[src/design/ddo_pkg.sv]
// Shared types, constants and tables for the differential-drive odometry core.
package ddo_pkg;

  localparam int AW    = 72;
  localparam int QW    = 40;
  localparam int MBW   = 36;
  localparam int SH_W  = 6;
  localparam int CW    = 34;
  localparam int IDX_W = 8;

  localparam logic [IDX_W-1:0] REG_AXLE_LENGTH   = 8'd0;
  localparam logic [IDX_W-1:0] REG_START_X       = 8'd1;
  localparam logic [IDX_W-1:0] REG_START_Y       = 8'd2;
  localparam logic [IDX_W-1:0] REG_START_HEADING = 8'd3;

  localparam logic [15:0] AXLE_RESET = 16'd3072;
  localparam logic signed [CW-1:0] CORDIC_GAIN = 34'sd326016437;
  localparam logic signed [AW-1:0] RAD_TO_BAM  = 72'sd683565276;
  localparam logic [SH_W-1:0] SHIFT_HEADING = 6'd32;
  localparam logic [SH_W-1:0] SHIFT_ARC     = 6'd30;

  typedef struct packed {
    logic signed [15:0] left_speed;
    logic signed [15:0] right_speed;
    logic        [15:0] time_step;
  } in_item_t;

  typedef struct packed {
    logic signed [31:0] new_x;
    logic signed [31:0] new_y;
    logic signed [15:0] new_heading;
  } out_item_t;

  typedef enum logic [1:0] {
    OP_MUL = 2'b01,
    OP_DIV = 2'b10
  } op_t;

  typedef struct packed {
    logic                 start;
    op_t                  op;
    logic signed [AW-1:0] a;
    logic signed [AW-1:0] b;
    logic [SH_W-1:0]      shift;
  } md_req_t;

  typedef struct packed {
    logic                 done;
    logic signed [AW-1:0] result;
  } md_resp_t;

  typedef struct packed {
    logic               start;
    logic signed [15:0] angle;
  } cor_req_t;

  typedef struct packed {
    logic                 done;
    logic signed [CW-1:0] cos_v;
    logic signed [CW-1:0] sin_v;
  } cor_resp_t;

  function automatic logic [31:0] atan_at(input logic [4:0] idx);
    logic [31:0] v;
    case (idx)
      5'd0:  v = 32'h20000000;
      5'd1:  v = 32'h12E4051E;
      5'd2:  v = 32'h09FB385B;
      5'd3:  v = 32'h051111D4;
      5'd4:  v = 32'h028B0D43;
      5'd5:  v = 32'h0145D7E1;
      5'd6:  v = 32'h00A2F61E;
      5'd7:  v = 32'h00517C55;
      5'd8:  v = 32'h0028BE53;
      5'd9:  v = 32'h00145F2F;
      5'd10: v = 32'h000A2F98;
      5'd11: v = 32'h000517CC;
      5'd12: v = 32'h00028BE6;
      5'd13: v = 32'h000145F3;
      5'd14: v = 32'h0000A2F9;
      5'd15: v = 32'h0000517C;
      5'd16: v = 32'h000028BE;
      5'd17: v = 32'h0000145F;
      5'd18: v = 32'h00000A2F;
      5'd19: v = 32'h00000517;
      5'd20: v = 32'h0000028B;
      5'd21: v = 32'h00000145;
      5'd22: v = 32'h000000A2;
      5'd23: v = 32'h00000051;
      default: v = 32'h00000000;
    endcase
    return v;
  endfunction

endpackage

[src/design/ddo_muldiv.sv]
// Bit-serial signed multiplier and rounding divider sharing one sequencer.
module ddo_muldiv (
  input  logic               clk,
  input  logic               rst,
  input  ddo_pkg::md_req_t   req,
  output ddo_pkg::md_resp_t  resp
);

  typedef enum logic [3:0] {
    P_IDLE = 4'b0001,
    P_PREP = 4'b0010,
    P_RUN  = 4'b0100,
    P_FIN  = 4'b1000
  } phase_t;

  localparam int AW = ddo_pkg::AW;
  localparam int QW = ddo_pkg::QW;

  phase_t                     phase;
  ddo_pkg::op_t               op;
  logic                       neg;
  logic [ddo_pkg::SH_W-1:0]   sh;
  logic [AW-1:0]              ma;
  logic [AW-1:0]              mb;
  logic [AW-1:0]              acc;
  logic [AW-1:0]              rem;
  logic [AW-1:0]              dd;
  logic [QW-1:0]              low;
  logic [QW-1:0]              q;
  logic [5:0]                 cnt;
  logic                       done;
  logic signed [AW-1:0]       result;

  logic [AW-1:0] dd_c;
  logic [AW-1:0] n_c;
  logic [AW-1:0] tr;
  logic [AW-1:0] q_ext;

  assign dd_c  = mb << sh;
  assign n_c   = ma + (dd_c >> 1);
  assign tr    = {rem[AW-2:0], low[QW-1]};
  assign q_ext = AW'(q);

  always_ff @(posedge clk) begin
    if (rst) begin
      phase <= P_IDLE;
      done  <= 1'b0;
    end else begin
      done <= 1'b0;
      case (phase)
        P_IDLE: begin
          if (req.start) begin
            op    <= req.op;
            neg   <= req.a[AW-1] ^ req.b[AW-1];
            ma    <= req.a[AW-1] ? AW'(-req.a) : AW'(req.a);
            mb    <= req.b[AW-1] ? AW'(-req.b) : AW'(req.b);
            sh    <= req.shift;
            phase <= P_PREP;
          end
        end
        P_PREP: begin
          acc   <= '0;
          cnt   <= '0;
          q     <= '0;
          dd    <= dd_c;
          rem   <= n_c >> QW;
          low   <= n_c[QW-1:0];
          phase <= P_RUN;
        end
        P_RUN: begin
          cnt <= cnt + 1'b1;
          if (op == ddo_pkg::OP_MUL) begin
            if (mb[0]) acc <= acc + ma;
            ma <= ma << 1;
            mb <= mb >> 1;
            if (cnt == 6'(ddo_pkg::MBW - 1)) phase <= P_FIN;
          end else begin
            if (tr >= dd) begin
              rem <= tr - dd;
              q   <= {q[QW-2:0], 1'b1};
            end else begin
              rem <= tr;
              q   <= {q[QW-2:0], 1'b0};
            end
            low <= low << 1;
            if (cnt == 6'(QW - 1)) phase <= P_FIN;
          end
        end
        P_FIN: begin
          if (op == ddo_pkg::OP_MUL) begin
            result <= neg ? -$signed(acc) : $signed(acc);
          end else begin
            result <= neg ? -$signed(q_ext) : $signed(q_ext);
          end
          done  <= 1'b1;
          phase <= P_IDLE;
        end
        default: phase <= P_IDLE;
      endcase
    end
  end

  assign resp.done   = done;
  assign resp.result = result;

endmodule

[config.mk]
export PLATFORM = sky130hd
export DESIGN_NAME = ddo_muldiv
export DESIGN_NICKNAME = d
export VERILOG_FILES = /design/src/design/ddo_pkg.sv /design/src/design/ddo_muldiv.sv
export SDC_FILE = /design/constraint.sdc
export NUM_CORES = 2
export LEC_CHECK = 0
export ABC_AREA = 1
export BUFFER_PORTS_ARGS = -buffer_cell sky130_fd_sc_hd__buf_2
export CAP_MARGIN = 20
export CORE_MARGIN = 4
export CORE_UTILIZATION = 55
export CTS_CLUSTER_DIAMETER = 100
export CTS_CLUSTER_SIZE = 28
export DETAILED_ROUTE_END_ITERATION = 7
export GPL_TIMING_DRIVEN = 0
export PLACE_DENSITY = 0.76
export SYNTH_ARGS = -nofsm -noshare
export SYNTH_HDL_FRONTEND = slang
export SYNTH_SLANG_ARGS = --single-unit
[constraint.sdc]
create_clock -name clk -period 19.15 [get_ports clk]
set_input_delay 2.8725 -clock clk [delete_from_list [all_inputs] [get_ports clk]]
set_output_delay 2.8725 -clock clk [all_outputs]
set_load 0.02 [all_outputs]
==> results.md <==
- Status: complete, but fails checks
- Failing checks: design-rule violations
- Die X: 312 microns
- Iteration-0 DRC Markers: 9,576
- Actual slew at the worst max-slew pin: 1.29 ns
- Register area share after synthesis: 0.312
- Tmin final: 5.75 ns
- Most frequent cells in the layout: nand2_1, inv_1, nor2_1
- Antenna Nets Post-Route: 0
- TritonRoute pass-1 iters: 8
- Initial Util: 0.555
- # port buffers: 226
- Routability Congestion: 1.15
- First-pass GRT wire length: 327 mm
- Core Box Area: 91,800 sq um
- Crit path launch type: register
- Worst Setup SP: sh[0]
- Die ar.: 97,600 sq um
- Post-cts sizing count: 0
- Number of flops mapped to enable cells by yosys: 526
- Synth top area share: 0.310
- Slew Viols, Final: 0
- Worst reg2reg path depth: 22
- R2R Path Start: sh[0]
- Syn nets: 8,491
- Gr usage total: 0.445
- Synth Register Bits: 531
- Hold depth: 2
- Worst-Skew Late Latency: 0.66 ns
- Slew HR: 0.132
- Critical-path maximum fanout: 10
- Setup TNS: 0 ns
- Yosys Warn Count: 0
- Worst vdd ir: 0.0742 mV
- Die H: 312 microns
- WP data required: 19.56 ns
- WS Path Type: reg2reg
- Sink Count: 531
- Critical path capture point: rem[19]
- Post-Layout Inst Area: 55,600 sq um
- Final setup viols: 0
- Cell Area, Synth: 51,000 sq um
- DPL Wire Length: 190 mm
- Vias/cell: 6.06
- Crit end category: register
- Root Buffer: clkbuf_16
- # Post-CTS Setup Buffers: 0
- Worst Hold Class: reg2reg
- Final design utilization: 0.606
- Mapped Cells: 8,114
- RSZ-0062 raised after global routing: no
- TritonCTS clock tree: done
- Share of cells above drive strength 1: 0.0536
- Max-cap violations: 0
- Vias in the first global route: 52,100
- Fillers: 8,975
- Final Net Count: 8,788
- Post-Place Worst Slack: 13.63 ns
- Initial antenna violation count: 15
- Final worst slack: 13.40 ns
- Main area contributors after synthesis: edfxtp_1, nand2_1, inv_1, nor2_1, o21ai_0
- Flip-flop and latch area: 15,900 sq um
- Rows: 111
- Asr flop ratio synth: 0
- Area leader, netlist: edfxtp_1
- Fin. Hold Viols: 0
- Primary FF master, synth: edfxtp_1
- Mean Syn Cell Area: 6.28 sq um
- Placed inst area: 54,200 sq um
- IO Pins: 228
- Arr. time, crit path: 6.16 ns
- Clock skew: 0.0551 ns
- Routed WL: 227 mm
- Pwr dens: 110 nW/um^2
- Layout overhead on the synthesized area: 9.12%
- Clock Tree Buf Depth: 3
- Via count: 58,700
- Leak pwr: 25.4 nW
- Fin crit share: 0.300
- Area of the multi-input gates: 29,700 sq um
- Highest Clock Rate: 0.174 GHz
- Pin count of the biggest net entering global routing: 39
- CTS HTree Levels: 2
- CTS Buf Count: 35
- Clk slew on worst S/H paths: 0.11 ns
- Reg-to-reg endpoint: rem[19]
- Most common cell after layout, fill and taps aside: nand2_1
- Flop2flop setup slack: 13.40 ns
- CTS Hold Bufs: 0
- GRT overflow: 0
- DRC: 1
- Routed wire per std cell: 23.4 microns
- Cell variety after synth: 52
- Fin Hold WS: 0.493 ns
-- synth_stat cells, types with 39 or more instances --
cell type  count
o21bai_1      39
nand2_1     2440
a21oi_1      483
ha_1         219
o21ai_0      622
or2_2         50
nand4_1      114
xnor2_1       57
nor2_1      1069
clkbuf_1     158
inv_1       1172
nand3_1      581
nor3_1       115
edfxtp_1     526
xor2_1        75
o21ai_1       39
-- power by group --
| part | leakage [nW] | switching, mW | total (mW) | internal (mW) |
|---|---|---|---|---|
| clock network | 0.634 | 0.523 | 0.930 | 0.408 |
| registers | 4.97 | 0.211 | 1.76 | 1.55 |
| logic | 19.8 | 2.45 | 3.42 | 0.975 |
-- through the flow --
| stage | cells | power (mW) |
|---|---|---|
| after floorplan | 8114 | 3.82 |
| after global placement | 9583 | 4.99 |
| after detailed placement | 9613 | 5.00 |
| after CTS | 9673 | 5.93 |
| after global routing | 9681 | 6.40 |
| final | 9693 | 6.11 |
-- state kept, by name, summed over array words and instances (netlist names) --
name    count
acc        72
cnt         6
dd         72
done        1
low        40
ma         72
mb         72
neg         1
op          2
phase       4
q          40
rem        71
result     72
sh          6
-- worst max-delay path, cell delays in order (launching register included) --
cell and delay, ns:
edfxtp_1 0.34, buf_2 0.17, inv_2 0.06, buf_2 0.19, o21ai_0 0.44, nand2_1 0.15
nor2_1 0.13, inv_1 0.08, nor2_1 0.14, inv_1 0.08, nor3_1 0.91, ha_1 0.49
nand3_1 0.11, nand3_1 0.25, nand2_1 0.09, nand3_1 0.26, a21oi_1 0.21, o21ai_0 0.71
nand2_1 0.33, nand2_1 0.14, nand2_1 0.06, nand3_1 0.12, nand2_1 0.08
-- cell families (layout without fill, tap and decap cells) --
| logic type | count (synthesis) | after routing | synth area share |
|---|---|---|---|
| AOI/OAI and AO/OA | 1317 | 1317 | 0.137 |
| xor gates and xnor gates | 132 | 132 | 0.0227 |
| adders and majority gates | 222 | 222 | 0.0549 |
| buffers and inverters | 1410 | 1730 | 0.106 |
| DFF | 531 | 531 | 0.312 |
| muxes | 35 | 35 | 0.00687 |
| other | 0 | 16 | 0 |
| and+or+nand+nor | 4467 | 4467 | 0.360 |
-- layer usage --
metal	up-vias	track usage	routed length, microns
met5	-	0.0104	369
met2	4448	0.613	87700
li1	27100	-	-
met3	595	0.169	38000
met4	12	0.200	12000
met1	26600	0.616	88800
-- worst min-delay path by stage --
stage / startpoint / to / slack (ns)
2_1_floorplan: phase[3] / done / 0.47
3_3_place_gp: phase[3] / done / 0.49
3_5_place_dp: low[0] / low[1] / 0.51
4_1_cts: low[16] / low[17] / 0.49
5_1_grt: low[16] / low[17] / 0.52
6_report: low[16] / low[17] / 0.49
-- area by class of cell --
class,count,area share
diodes,16,0.000720
plain buffers,220,0.0170
clock buffers,40,0.0168
clock inverters,20,0.00720
inverters,1190,0.0803
multi-input cells,6173,0.534
flip-flops and latches,531,0.286
well taps,1243,0.0280
repair buffers,260,0.0300
Power figures use the tool's default switching activity.
