`src/design/ddo_pkg.sv`:
```
// Shared types, constants and tables for the differential-drive odometry core.
package ddo_pkg;

  localparam int AW    = 72;
  localparam int QW    = 40;
  localparam int MBW   = 36;
  localparam int SH_W  = 6;
  localparam int CW    = 34;
  localparam int IDX_W = 8;

  localparam logic [IDX_W-1:0] REG_AXLE_LENGTH   = 8'd0;
  localparam logic [IDX_W-1:0] REG_START_X       = 8'd1;
  localparam logic [IDX_W-1:0] REG_START_Y       = 8'd2;
  localparam logic [IDX_W-1:0] REG_START_HEADING = 8'd3;

  localparam logic [15:0] AXLE_RESET = 16'd3072;
  localparam logic signed [CW-1:0] CORDIC_GAIN = 34'sd326016437;
  localparam logic signed [AW-1:0] RAD_TO_BAM  = 72'sd683565276;
  localparam logic [SH_W-1:0] SHIFT_HEADING = 6'd32;
  localparam logic [SH_W-1:0] SHIFT_ARC     = 6'd30;

  typedef struct packed {
    logic signed [15:0] left_speed;
    logic signed [15:0] right_speed;
    logic        [15:0] time_step;
  } in_item_t;

  typedef struct packed {
    logic signed [31:0] new_x;
    logic signed [31:0] new_y;
    logic signed [15:0] new_heading;
  } out_item_t;

  typedef enum logic [1:0] {
    OP_MUL = 2'b01,
    OP_DIV = 2'b10
  } op_t;

  typedef struct packed {
    logic                 start;
    op_t                  op;
    logic signed [AW-1:0] a;
    logic signed [AW-1:0] b;
    logic [SH_W-1:0]      shift;
  } md_req_t;

  typedef struct packed {
    logic                 done;
    logic signed [AW-1:0] result;
  } md_resp_t;

  typedef struct packed {
    logic               start;
    logic signed [15:0] angle;
  } cor_req_t;

  typedef struct packed {
    logic                 done;
    logic signed [CW-1:0] cos_v;
    logic signed [CW-1:0] sin_v;
  } cor_resp_t;

  function automatic logic [31:0] atan_at(input logic [4:0] idx);
    logic [31:0] v;
    case (idx)
      5'd0:  v = 32'h20000000;
      5'd1:  v = 32'h12E4051E;
      5'd2:  v = 32'h09FB385B;
      5'd3:  v = 32'h051111D4;
      5'd4:  v = 32'h028B0D43;
      5'd5:  v = 32'h0145D7E1;
      5'd6:  v = 32'h00A2F61E;
      5'd7:  v = 32'h00517C55;
      5'd8:  v = 32'h0028BE53;
      5'd9:  v = 32'h00145F2F;
      5'd10: v = 32'h000A2F98;
      5'd11: v = 32'h000517CC;
      5'd12: v = 32'h00028BE6;
      5'd13: v = 32'h000145F3;
      5'd14: v = 32'h0000A2F9;
      5'd15: v = 32'h0000517C;
      5'd16: v = 32'h000028BE;
      5'd17: v = 32'h0000145F;
      5'd18: v = 32'h00000A2F;
      5'd19: v = 32'h00000517;
      5'd20: v = 32'h0000028B;
      5'd21: v = 32'h00000145;
      5'd22: v = 32'h000000A2;
      5'd23: v = 32'h00000051;
      default: v = 32'h00000000;
    endcase
    return v;
  endfunction

endpackage

```
`src/design/ddo_cordic.sv`:
```
// Iterative rotation-mode CORDIC, one micro-rotation per cycle.
module ddo_cordic #(
  parameter int ITER = 16
) (
  input  logic                clk,
  input  logic                rst,
  input  ddo_pkg::cor_req_t   req,
  output ddo_pkg::cor_resp_t  resp
);

  localparam int IW = $clog2(ITER);

  logic                          busy;
  logic                          done;
  logic                          flip;
  logic [IW-1:0]                 i;
  logic signed [ddo_pkg::CW-1:0] x;
  logic signed [ddo_pkg::CW-1:0] y;
  logic signed [ddo_pkg::CW-1:0] z;
  logic signed [ddo_pkg::CW-1:0] atan_v;
  logic signed [15:0]            ang_f;
  logic                          fold;

  assign fold   = (req.angle > 16'sd16384) || (req.angle < -16'sd16384);
  assign ang_f  = fold ? (req.angle ^ 16'sh8000) : req.angle;
  assign atan_v = ddo_pkg::CW'(ddo_pkg::atan_at(5'(i)));

  always_ff @(posedge clk) begin
    if (rst) begin
      busy <= 1'b0;
      done <= 1'b0;
    end else begin
      done <= 1'b0;
      if (!busy && req.start) begin
        busy <= 1'b1;
        flip <= fold;
        i    <= '0;
        x    <= ddo_pkg::CORDIC_GAIN;
        y    <= '0;
        z    <= {{2{ang_f[15]}}, ang_f, 16'b0};
      end else if (busy) begin
        if (!z[ddo_pkg::CW-1]) begin
          x <= x - (y >>> i);
          y <= y + (x >>> i);
          z <= z - atan_v;
        end else begin
          x <= x + (y >>> i);
          y <= y - (x >>> i);
          z <= z + atan_v;
        end
        i <= i + 1'b1;
        if (i == IW'(ITER - 1)) begin
          busy <= 1'b0;
          done <= 1'b1;
        end
      end
    end
  end

  assign resp.done  = done;
  assign resp.cos_v = flip ? -x : x;
  assign resp.sin_v = flip ? -y : y;

endmodule

```
`config.mk`:
```
export PLATFORM = sky130hd
export DESIGN_NAME = ddo_cordic
export DESIGN_NICKNAME = d
export VERILOG_FILES = /design/src/design/ddo_pkg.sv /design/src/design/ddo_cordic.sv
export SDC_FILE = /design/constraint.sdc
export NUM_CORES = 1
export LEC_CHECK = 0
export BUFFER_PORTS_ARGS = -buffer_cell sky130_fd_sc_hd__clkbuf_2
export CORE_UTILIZATION = 45
export CTS_CLUSTER_SIZE = 40
export DETAILED_ROUTE_END_ITERATION = 16
export GPL_ROUTABILITY_DRIVEN = 0
export PLACE_DENSITY = 0.6
export SYNTH_ARGS = -nofsm -noshare
export SYNTH_HDL_FRONTEND = slang
export SYNTH_SLANG_ARGS = --single-unit
```
`constraint.sdc`:
```
create_clock -name clk -period 6.5 [get_ports clk]
set_input_delay 0.65 -clock clk [delete_from_list [all_inputs] [get_ports clk]]
set_output_delay 0.65 -clock clk [all_outputs]
set_load 0.05 [all_outputs]
```
==> results list <==
- Global-route usage over all layers: 0.253
* Crit end category: register
- Yosys reg bits: approximately 140
- Worst slew pin tran: 0.957 ns
- By area the synthesized netlist is led by sky130_fd_sc_hd__edfxtp_1, sky130_fd_sc_hd__ha_1, sky130_fd_sc_hd__xnor2_1, sky130_fd_sc_hd__mux4_2, sky130_fd_sc_hd__a21oi_1.
* Switching power: between 5 and 6 mW
- The flow ran to the end, and the final reports show no timing, DRC or antenna violations.
* Final total negative setup slack: 0 ns
- Number of different library cells in the post-synthesis netlist: slightly below 90
- The H-tree generated during clock tree synthesis spans 4 levels.
- Slowest library cell on the worst path: sky130_fd_sc_hd__or4_1
- The analysis attributes to cell leakage a power of 7.44 nW.
* Number of synthesized flops with an enable pin: approximately 110
* TritonCTS clock tree: done
- Post-layout power: 11.3 mW
* Post-Syn Nets: ~2200
- Of the total power, the share spent switching nets is 0.525.
- For this run, the number of Yosys warnings is 0.
- Number of nets in the final layout: ~2200
- HPWL Detailed: 37000 µm
* Portion of total power attributed to the clock network: 0.084
- Final critical-path required period: between 6 and 7 ns
* Final cell utilization of the core: 0.500
- The biggest area contributor in the post-synthesis netlist is sky130_fd_sc_hd__edfxtp_1.
- Max-cap violations in this run came to 0.
- Clock network latency to the later pin of the worst-skew pair: around 0.46 ns
- Mean post-synth cell area: roughly 8.4 µm²
- Number of detailed-routing iterations run before antenna repair: 5
- The initial antenna violation count came to 1.
- Floorplan die area: between 30000 and 40000 µm²
- In this design, the stage delay of the slowest critical-path cell is ~0.60 ns.
- Horizontal extent of the die: roughly 200 µm
* Worst Setup Start Kind: register
* Share of post-route cells with drive strength above 1: 0.132
- Power per unit of standard cell area: 613 nW/µm²
- Wire length of the first global-routing pass: 77700 µm
- Based on the critical path, the design can be clocked at up to roughly 170 MHz.
* Combinational cell fraction of total power: 0.710
- Final antenna diode count: 0
- The detail route stage leaves a number of antenna-violating nets equal to 0.
- The floorplan has 70 rows.
- First-iteration detailed-routing DRC count: 1150
- Worst setup margin: between 0.4 and 0.5 ns
* Clock root cell: sky130_fd_sc_hd__clkbuf_16
- Of all nets on the critical path, the largest fanout is 8.
- For this design, the sink count on the clock tree is approximately 140.
* Arrival @ worst endpoint: roughly 6.2 ns
* Number of clock buffers inserted by TritonCTS: 17
* Kind of critical path: reg2reg
* Via count: 15462
- Flip-flop cell with the highest count after synthesis: sky130_fd_sc_hd__edfxtp_1
- Per-cell routed wire length: around 19 µm
- Max transition margin: 0.362
* Finished Cell Area: around 18000 µm²
- On the final layout, the worst hold slack is 0.493 ns.
* Final setup violation count: 0
* Chip Height: roughly 200 µm
- Share of total power in sequential cells: 0.206
- Counting tap cells, the placed design contains a total of approximately 2500 instances.
- Summed over all layers, the routed wires come to 48500 µm.
* Crit path cell chain: buf_4 > buf_4 > mux4_2 > or4_1 > a41oi_2 > and2_1 > nand2_1 > nor4b_4 > nor2_1 > xor2_1 > ha_1 > and3_1 > a311oi_1 > o31a_1 > nand3_1 > a41o_1 > o311a_1 > a311o_1 > xnor2_1 > nor2_1
* Clock edge transition at the registers on the reported setup and hold paths: approximately 0.070 ns
* Floorplan Core Area: 37000 µm²
- Deepest clock path buffer count: 2
- Setup repair after global routing left no endpoint under its margin.
* Grt total ovfl: 0
- Number of vias per cell: about 6
- Cell internal power was estimated by the tool at between 5 and 6 mW.
- Number of endpoints with negative hold slack in the final report: 0
- Gate count of the mapped netlist: just over 2000
* Top-area cell type share of the netlist area: 0.188
- After filler insertion, the fill cell instance count of the layout stands at 3601.
- Final clock skew: 0.0165 ns
* Required time of the worst setup path: roughly 6.7 ns
* Post-route non-filler standard cell count: approximately 2600
- Compared with the post-synthesis result, the final layout area differs by 8.22%.
* Sequential fraction of the synthesis area: 0.226
* Maximum vdd ir drop: about 0.00023 V
- For this run, asynchronously set or reset flops after synthesis account for 0.
- Mapped Area: about 17000 µm²
- Buffers placed on the I/O ports in this run total 87.
- DRC violations left: 0
- OpenSTA, run right after detailed placement, puts the worst setup slack at 0.417 ns.
- Placement Cell Area: between 15000 and 20000 µm²
- Count of boundary I/O pins: 88
- After clock tree synthesis, the repair step resized 0 gates.
- Dividing the final minimum period by the clock period gives 0.931.
- In this run the worst hold path is classified as in2reg.
- Entering global routing, the biggest net connects 65 pins.
- Via count of the first global-routing pass: 14713
- Starting Density: 0.462
* Pins over their slew limit: 0
-- cells in the mapped netlist (16+ instances only) --
master	number
sky130_fd_sc_hd__mux4_2	57
sky130_fd_sc_hd__a31oi_1	30
sky130_fd_sc_hd__nand2_1	214
sky130_fd_sc_hd__or4_1	22
sky130_fd_sc_hd__ha_1	112
sky130_fd_sc_hd__inv_1	50
sky130_fd_sc_hd__nor2b_1	16
sky130_fd_sc_hd__o21a_1	23
sky130_fd_sc_hd__edfxtp_1	107
sky130_fd_sc_hd__and2_1	19
sky130_fd_sc_hd__nand3_1	26
sky130_fd_sc_hd__o21ai_0	130
sky130_fd_sc_hd__and3_1	19
sky130_fd_sc_hd__nor2_1	192
sky130_fd_sc_hd__nor3_1	50
sky130_fd_sc_hd__a211oi_1	17
sky130_fd_sc_hd__xnor2_1	148
sky130_fd_sc_hd__a21o_1	46
sky130_fd_sc_hd__xor2_1	87
sky130_fd_sc_hd__o31ai_1	25
sky130_fd_sc_hd__mux2_2	35
sky130_fd_sc_hd__or3_1	19
sky130_fd_sc_hd__nor4_1	16
sky130_fd_sc_hd__clkbuf_1	76
sky130_fd_sc_hd__nand2b_1	31
sky130_fd_sc_hd__dfxtp_1	32
sky130_fd_sc_hd__mux2i_1	49
sky130_fd_sc_hd__buf_1	19
sky130_fd_sc_hd__a21oi_1	163
-- final timing paths --
path	start	endpoint	slack (ns)	cells after the start
worst max register to register	i[0]$_SDFFCE_PP0P_	y[33]$_SDFFCE_PP0P_	0.45	20
worst max-delay path	i[0]$_SDFFCE_PP0P_	y[33]$_SDFFCE_PP0P_	0.45	20
worst min-delay path	req[10]	z[26]$_DFFE_PP_	0.49	3
worst min register to register	busy$_SDFF_PP0_	done$_SDFF_PP0_	0.62	2
-- power by group through the flow --
stage / Clock (mW) / Combinational (mW) / Sequential (mW)
floorplan: 0 / 6.65 / 1.85
global placement: 0 / 7.88 / 2.32
detailed placement: 0 / 7.96 / 2.33
CTS: 0.975 / 8.00 / 2.32
global route: 1.01 / 8.91 / 2.37
finish: 0.953 / 8.05 / 2.33
-- flip-flops by register name, summed over array words and instances (netlist names) --
register,cells
atan_v,30
busy,1
done,1
flip,1
i,4
x,34
y,34
z,34
-- metal layers --
metal	GRT usage	up-vias	share of wire
li1	-	7546	-
met1	0.314	7386	0.43
met2	0.441	449	0.49
met3	0.0325	79	0.043
met4	0.102	2	0.035
met5	0	-	0.00037
-- logic make-up after synthesis --
kind of cell	count (synthesis)	synth area share
xor gates and xnor gates	236	0.122
muxes	147	0.135
DFF	139	0.226
and+or+nand+nor	668	0.186
adders and majority gates	115	0.0856
AOI/OAI and AO/OA	551	0.204
buffers and inverters	171	0.0424
-- area by class of cell --
type / instances / area [µm²] / share of cell area
Timing Repair Buffer: 126 / 728 / 0.0394
Clock buffer: 18 / 450 / 0.0244
Inverter: 51 / 194 / 0.0105
Sequential cell: 139 / 3850 / 0.209
Clock inverter: 14 / 109 / 0.00589
Multi-Input combinational cell: 1717 / 12500 / 0.677
Tap cell: 504 / 631 / 0.0341
-- critical path, delay by kind of cell (launching register included) --
kind            cells  cell delay, ns
mux                 1            0.55
flops               1            0.50
fa+ha+maj           1            0.35
simple gates        8            1.85
buf+inv             2            0.37
xor+xnor            2            0.30
compound gates      6            1.83
-- what timing repair did --
action | in CTS | in global routing
setup endpoints to repair | 0 | 5
buffers inserted | 0 | 5
hold buffers | 0 | 0
-- cell usage in the layout, fill, tap and decap left out, types with 8 or more instances in the layout --
master and count:
sky130_fd_sc_hd__nand2_1 214, sky130_fd_sc_hd__nor2_1 192, sky130_fd_sc_hd__a21oi_1 163, sky130_fd_sc_hd__xnor2_1 148, sky130_fd_sc_hd__o21ai_0 130, sky130_fd_sc_hd__ha_1 112
sky130_fd_sc_hd__edfxtp_1 107, sky130_fd_sc_hd__xor2_1 87, sky130_fd_sc_hd__clkbuf_2 87, sky130_fd_sc_hd__mux4_2 57, sky130_fd_sc_hd__nor3_1 50, sky130_fd_sc_hd__inv_1 49
sky130_fd_sc_hd__mux2i_1 49, sky130_fd_sc_hd__a21o_1 46, sky130_fd_sc_hd__buf_4 39, sky130_fd_sc_hd__mux2_2 35, sky130_fd_sc_hd__dfxtp_1 32, sky130_fd_sc_hd__nand2b_1 30
sky130_fd_sc_hd__a31oi_1 30, sky130_fd_sc_hd__nand3_1 26, sky130_fd_sc_hd__o31ai_1 24, sky130_fd_sc_hd__o21a_1 23, sky130_fd_sc_hd__or4_1 22, sky130_fd_sc_hd__and2_1 19
sky130_fd_sc_hd__or3_1 19, sky130_fd_sc_hd__and3_1 19, sky130_fd_sc_hd__clkbuf_16 18, sky130_fd_sc_hd__a211oi_1 17, sky130_fd_sc_hd__nor4_1 16, sky130_fd_sc_hd__nor2b_1 15
sky130_fd_sc_hd__o21bai_1 11, sky130_fd_sc_hd__a21boi_0 11, sky130_fd_sc_hd__o211ai_1 11, sky130_fd_sc_hd__o22ai_1 10, sky130_fd_sc_hd__nor3b_1 9, sky130_fd_sc_hd__nand4_1 9
sky130_fd_sc_hd__a2111oi_0 8, sky130_fd_sc_hd__o41ai_1 8
No activity file was read; power rests on OpenSTA's default activity.
